[config.mk]
export PLATFORM = sky130hd
export DESIGN_NAME = gbcd_ctrl
export DESIGN_NICKNAME = d
export VERILOG_FILES = /design/src/sv/gbcd_pkg.sv /design/src/sv/gbcd_ctrl.sv
export SDC_FILE = /design/constraint.sdc
export NUM_CORES = 1
export LEC_CHECK = 0
export BUFFER_PORTS_ARGS = -buffer_cell sky130_fd_sc_hd__buf_4
export CAP_MARGIN = 5
export CORE_MARGIN = 2
export CORE_UTILIZATION = 50
export CTS_BUF_LIST = sky130_fd_sc_hd__clkbuf_4
export CTS_CLUSTER_DIAMETER = 60
export DETAILED_ROUTE_END_ITERATION = 8
export PLACE_DENSITY = 0.77
export SLEW_MARGIN = 25
export SYNTH_ARGS = -nofsm -noshare
export SYNTH_HDL_FRONTEND = slang
export SYNTH_SLANG_ARGS = --single-unit
[constraint.sdc]
create_clock -name i_clk -period 4.41 [get_ports i_clk]
set_clock_uncertainty 0.15 [all_clocks]
set_input_delay 0.2205 -clock i_clk [delete_from_list [all_inputs] [get_ports i_clk]]
set_output_delay 0.2205 -clock i_clk [all_outputs]
set_load 0.02 [all_outputs]
[src/sv/gbcd_pkg.sv]
// Shared types, codes and constants of the gyro bias calibration block.
package gbcd_pkg;

    localparam int MAX_SAMPLES_DEF = 4096;

    localparam int CFG_AW = 2;
    localparam int CFG_DW = 16;

    localparam logic [CFG_AW-1:0] REG_SAMPLE_COUNT   = 2'd0;
    localparam logic [CFG_AW-1:0] REG_SIGMA_MULTIPLE = 2'd1;
    localparam logic [CFG_AW-1:0] REG_SENSITIVITY    = 2'd2;

    localparam logic [12:0] SAMPLE_COUNT_RST   = 13'd1024;
    localparam logic [3:0]  SIGMA_MULTIPLE_RST = 4'd3;
    localparam logic [15:0] SENSITIVITY_RST    = 16'd573;

    localparam int RAW_W  = 16;
    localparam int RATE_W = 22;
    localparam int ZR_W   = 24;
    localparam int DB_W   = 28;
    localparam int ROOT_W = 24;
    localparam int VAR_W  = 2 * ROOT_W;
    localparam int IN_TDATA_W  = 48;
    localparam int OUT_TDATA_W = 72;

    typedef enum logic [4:0] {
        OP_NONE,
        OP_CAPTURE,
        OP_ACCUM,
        OP_MEAN_LD,
        OP_DIV_STEP,
        OP_MEAN_WR,
        OP_MUL_STEP,
        OP_SQ,
        OP_DIFF_LD,
        OP_DIV2_LD,
        OP_SQRT_LD,
        OP_SQRT_STEP,
        OP_DB_WR,
        OP_FINISH,
        OP_MEAS1,
        OP_MEAS2,
        OP_OUT_CAL,
        OP_OUT_MEAS
    } t_op;

    typedef struct packed {
        t_op        op;
        logic [1:0] axis;
    } t_cmd;

    typedef struct packed {
        logic finish;
        logic step_last;
        logic out_free;
    } t_stat;

endpackage

[src/sv/gbcd_ctrl.sv]
// Sequencer of the gyro bias calibration block: issues datapath commands.
module gbcd_ctrl (
    input  logic            i_clk,
    input  logic            i_rst_n,
    input  logic            i_in_valid,
    input  logic            i_in_mode,
    output logic            o_in_ready,
    input  gbcd_pkg::t_stat i_stat,
    output gbcd_pkg::t_cmd  o_cmd
);

    typedef enum logic [4:0] {
        S_IDLE, S_ACC, S_CHK, S_LDMEAN, S_MEAN_RUN, S_MEAN_WR, S_MUL_RUN, S_SQ,
        S_DIFF, S_DIV1_RUN, S_DIV2, S_DIV2_RUN, S_ROOT, S_ROOT_RUN, S_DBW,
        S_FIN, S_OUT, S_MEAS1, S_MEAS2, S_MOUT
    } t_state;

    t_state     r_state, n_state;
    logic [1:0] r_axis, n_axis;
    gbcd_pkg::t_op w_op;

    always_comb begin
        n_state = r_state;
        n_axis  = r_axis;
        w_op    = gbcd_pkg::OP_NONE;
        unique case (r_state)
            S_IDLE: begin
                if (i_in_valid) begin
                    w_op    = gbcd_pkg::OP_CAPTURE;
                    n_state = i_in_mode ? S_ACC : S_MEAS1;
                end
            end
            S_ACC: begin
                w_op    = gbcd_pkg::OP_ACCUM;
                n_state = S_CHK;
            end
            S_CHK: begin
                n_axis  = 2'd0;
                n_state = i_stat.finish ? S_LDMEAN : S_OUT;
            end
            S_LDMEAN: begin
                w_op    = gbcd_pkg::OP_MEAN_LD;
                n_state = S_MEAN_RUN;
            end
            S_MEAN_RUN: begin
                w_op = gbcd_pkg::OP_DIV_STEP;
                if (i_stat.step_last) n_state = S_MEAN_WR;
            end
            S_MEAN_WR: begin
                w_op    = gbcd_pkg::OP_MEAN_WR;
                n_state = S_MUL_RUN;
            end
            S_MUL_RUN: begin
                w_op = gbcd_pkg::OP_MUL_STEP;
                if (i_stat.step_last) n_state = S_SQ;
            end
            S_SQ: begin
                w_op    = gbcd_pkg::OP_SQ;
                n_state = S_DIFF;
            end
            S_DIFF: begin
                w_op    = gbcd_pkg::OP_DIFF_LD;
                n_state = S_DIV1_RUN;
            end
            S_DIV1_RUN: begin
                w_op = gbcd_pkg::OP_DIV_STEP;
                if (i_stat.step_last) n_state = S_DIV2;
            end
            S_DIV2: begin
                w_op    = gbcd_pkg::OP_DIV2_LD;
                n_state = S_DIV2_RUN;
            end
            S_DIV2_RUN: begin
                w_op = gbcd_pkg::OP_DIV_STEP;
                if (i_stat.step_last) n_state = S_ROOT;
            end
            S_ROOT: begin
                w_op    = gbcd_pkg::OP_SQRT_LD;
                n_state = S_ROOT_RUN;
            end
            S_ROOT_RUN: begin
                w_op = gbcd_pkg::OP_SQRT_STEP;
                if (i_stat.step_last) n_state = S_DBW;
            end
            S_DBW: begin
                w_op = gbcd_pkg::OP_DB_WR;
                if (r_axis == 2'd2) begin
                    n_state = S_FIN;
                end else begin
                    n_axis  = r_axis + 2'd1;
                    n_state = S_LDMEAN;
                end
            end
            S_FIN: begin
                w_op    = gbcd_pkg::OP_FINISH;
                n_state = S_OUT;
            end
            S_OUT: begin
                if (i_stat.out_free) begin
                    w_op    = gbcd_pkg::OP_OUT_CAL;
                    n_state = S_IDLE;
                end
            end
            S_MEAS1: begin
                w_op    = gbcd_pkg::OP_MEAS1;
                n_state = S_MEAS2;
            end
            S_MEAS2: begin
                w_op    = gbcd_pkg::OP_MEAS2;
                n_state = S_MOUT;
            end
            S_MOUT: begin
                if (i_stat.out_free) begin
                    w_op    = gbcd_pkg::OP_OUT_MEAS;
                    n_state = S_IDLE;
                end
            end
            default: n_state = S_IDLE;
        endcase
    end

    always_ff @(posedge i_clk) begin
        if (!i_rst_n) begin
            r_state <= S_IDLE;
            r_axis  <= 2'd0;
        end else begin
            r_state <= n_state;
            r_axis  <= n_axis;
        end
    end

    assign o_in_ready = (r_state == S_IDLE);
    assign o_cmd.op   = w_op;
    assign o_cmd.axis = r_axis;

endmodule

==> reports/metrics.cfg <==
[critical_path]
cp_data_arrival_time_ns=2.05
r2r_end=r_state[1]$_SDFFE_PN0P_
criticalPathCategory=reg -> out
crit_fanout=22
worst-path-buf-inv=1
regToRegStartpoint=r_state[0]$_SDFFE_PN0P_
critPathRequiredTime_ns=4.04
r2r_setup_slack_ns=2.50
cp-startpoint=r_state[0]$_SDFFE_PN0P_
crit_top_cell=a21oi_1
critPathTopFamily=flip-flops
cp_cell_sequence=nor2_1 -> a221oi_1 -> a21oi_1 -> a211oi_1 -> a21oi_1 -> buf_4
cp_slowest_stage_delay_ns=0.83
crit_slowest_cell=dfxtp_1
start_kind=register
end_kind=primary output
reg2reg_depth=4

[place]
place_area_um2=774
place_congestion=0.831
hpwl_um=1050
port-buffer-count=14

[grt]
grt_pass1_wl_um=2370
grt_use_total_pct=17.2
grt_max_degree=23
grt_overflow=0
antenna_found_initial=0
grt_pass1_vias=558

[timing]
fin_crit_ns=2.42
max_freq_ghz=0.413
final-max-slew-violation-count=0
maxSlewHeadroom_pct=47.1
setup_tns_ns=0
fin_crit_sh_pct=54.9
worstMarginPinSlew_ns=0.792
hold_viol_final=0
rsz0062_at_grt=false
setup_viol=0

[logic_synthesis]
yosys-top-cells-count=nand2_1 (13), a21oi_1 (8), dfxtp_1 (7), buf_2 (6), nor2_1 (6)
async_reset_ff_share_pct=0
yosys.area.top_type=dfxtp_1
syn-instance-count=98
ys_ff_latch=7
netlist_area_um2=707
synth_top_area_share_pct=19.8
syn_nets=106
ys_top_cells_by_area=dfxtp_1 (20%), nand2_1 (6.9%), a21oi_1 (5.7%)
synth.avg_cell_area_um2=7.21
yosysMostFrequentCell=nand2_1
synth_cell_types=38
ys_seq_area_share_pct=19.8
ys_warn_count=0
synth_edf_count=0
synth_ff_type=dfxtp_1

[hold_path]
hold_end=r_state[2]$_SDFFE_PN0P_
hold_start=i_rst_n
hold_path_class=in -> reg
hold_depth=3

[final_layout]
fillers=126
utilization_pct=61.1
nNetsFinal=116
syn2layout_area_growth_pct=13.8
design_area_um2=805
antenna_cells=0
drive_above_1_share_pct=23.4

[clock_tree]
h-tree-depth=1
cts_setup_buffers=0
cts-resized-gates=0
path_clk_slew_ns=0.05
clockBufferDepth=2
cts_inserted_buffers=3
cts_tree=yes
clockRootBuffer=clkbuf_4
clock-sinks=7
clock_latency_ns=0.25
cts_hold_buf=0

[floorplanning]
rows=13
ios=15
start_util_pct=53.7
dieHeight_um=41.6
die_w_um=41.6
core_um2=1320
die-area_um2=1730

[status]
outcome=complete, no violations

[route]
wl_um=1460
vias_per_cell=5.77
drtIter0Drc=13
vias=704
wl_per_cell_um=11.9
drcViolationCount=0
dr.pass1.iters=2
ant_nets=0

[flow_run]
maxCapViolCount=0

[pwr]
powerDensity_nw_per_um2=586
power.leakage_uw=0.000306
ir_worst_vdd_v=0.000440

==> registers in the layout (all words and copies together) (netlist names) <==
register	count
r_state	5
r_axis	2
==> placed cells by master, fill, tap and decap left out, types with 2 or more instances in the layout <==
cell type / instances
nand2b_1: 2
nor2_2: 2
o21ai_0: 3
a21oi_1: 8
a211oi_1: 2
a31oi_1: 2
nor2b_1: 2
dfxtp_1: 7
nand3_1: 2
nor2_1: 6
o22ai_1: 3
o211ai_1: 3
nor3_1: 2
nand4b_1: 2
a22oi_1: 2
nand2_1: 13
or3_1: 3
buf_4: 14
clkbuf_4: 4
inv_1: 5
mux2i_1: 4
==> final cells by class <==
| class | count | area, um^2 | share of cell area, % |
|---|---|---|---|
| multi-input combinational | 77 | 492 | 61.1 |
| sequential | 7 | 140 | 17.4 |
| timing repair buffer | 14 | 105 | 13.1 |
| clock buffer | 4 | 30.0 | 3.73 |
| inverter | 5 | 18.8 | 2.33 |
| tap | 15 | 18.8 | 2.33 |
==> worst min-delay path, cell delays in order <==
cell	delay [ns]
buf_4	0.14
nand2_1	0.06
mux2i_1	0.06
==> cell families after synthesis <==
family	after synthesis	share of synthesized area, %
AND/OR/NAND/NOR	44	35.9
AO/OA/AOI/OAI	27	25.0
buffers and inverters	14	10.6
flip-flops	7	19.8
multiplexers	4	5.66
XOR/XNOR	1	1.24
adder cells (fa/ha/maj)	1	1.77
==> per-stage QoR <==
stage	total power, uW	hold slack [ns]	instances	setup slack (ns)
global placement	405	0.321	118	2.33
finish	472	0.126	122	1.99
floorplan	350	0.221	98	2.69
detailed placement	408	0.341	118	2.27
CTS	473	0.127	122	1.99
global route	511	0.127	122	1.81
==> power breakdown <==
part           leakage [uW]  internal [uW]  switching [uW]
combinational      0.000230            128             128
clock             0.0000184           40.6            23.3
sequential        0.0000570           76.6            74.9
==> worst max-delay path by stage <==
stage / endpoint / slack (ns) / depth (start not counted)
2_1_floorplan: r_axis[1]$_SDFFE_PN0P_ / 2.69 / 7
3_3_place_gp: o_cmd[2] / 2.33 / 6
3_5_place_dp: o_cmd[2] / 2.27 / 6
4_1_cts: o_cmd[2] / 1.99 / 6
5_1_grt: o_cmd[2] / 1.81 / 6
6_report: o_cmd[2] / 1.99 / 6
==> routing by layer <==
metal	routed length, um	global-route usage (%)
met2	702	27.2
met5	0	0
met3	58	7.83
met4	0	0
met1	694	22.9
Power figures use the tool's default switching activity.
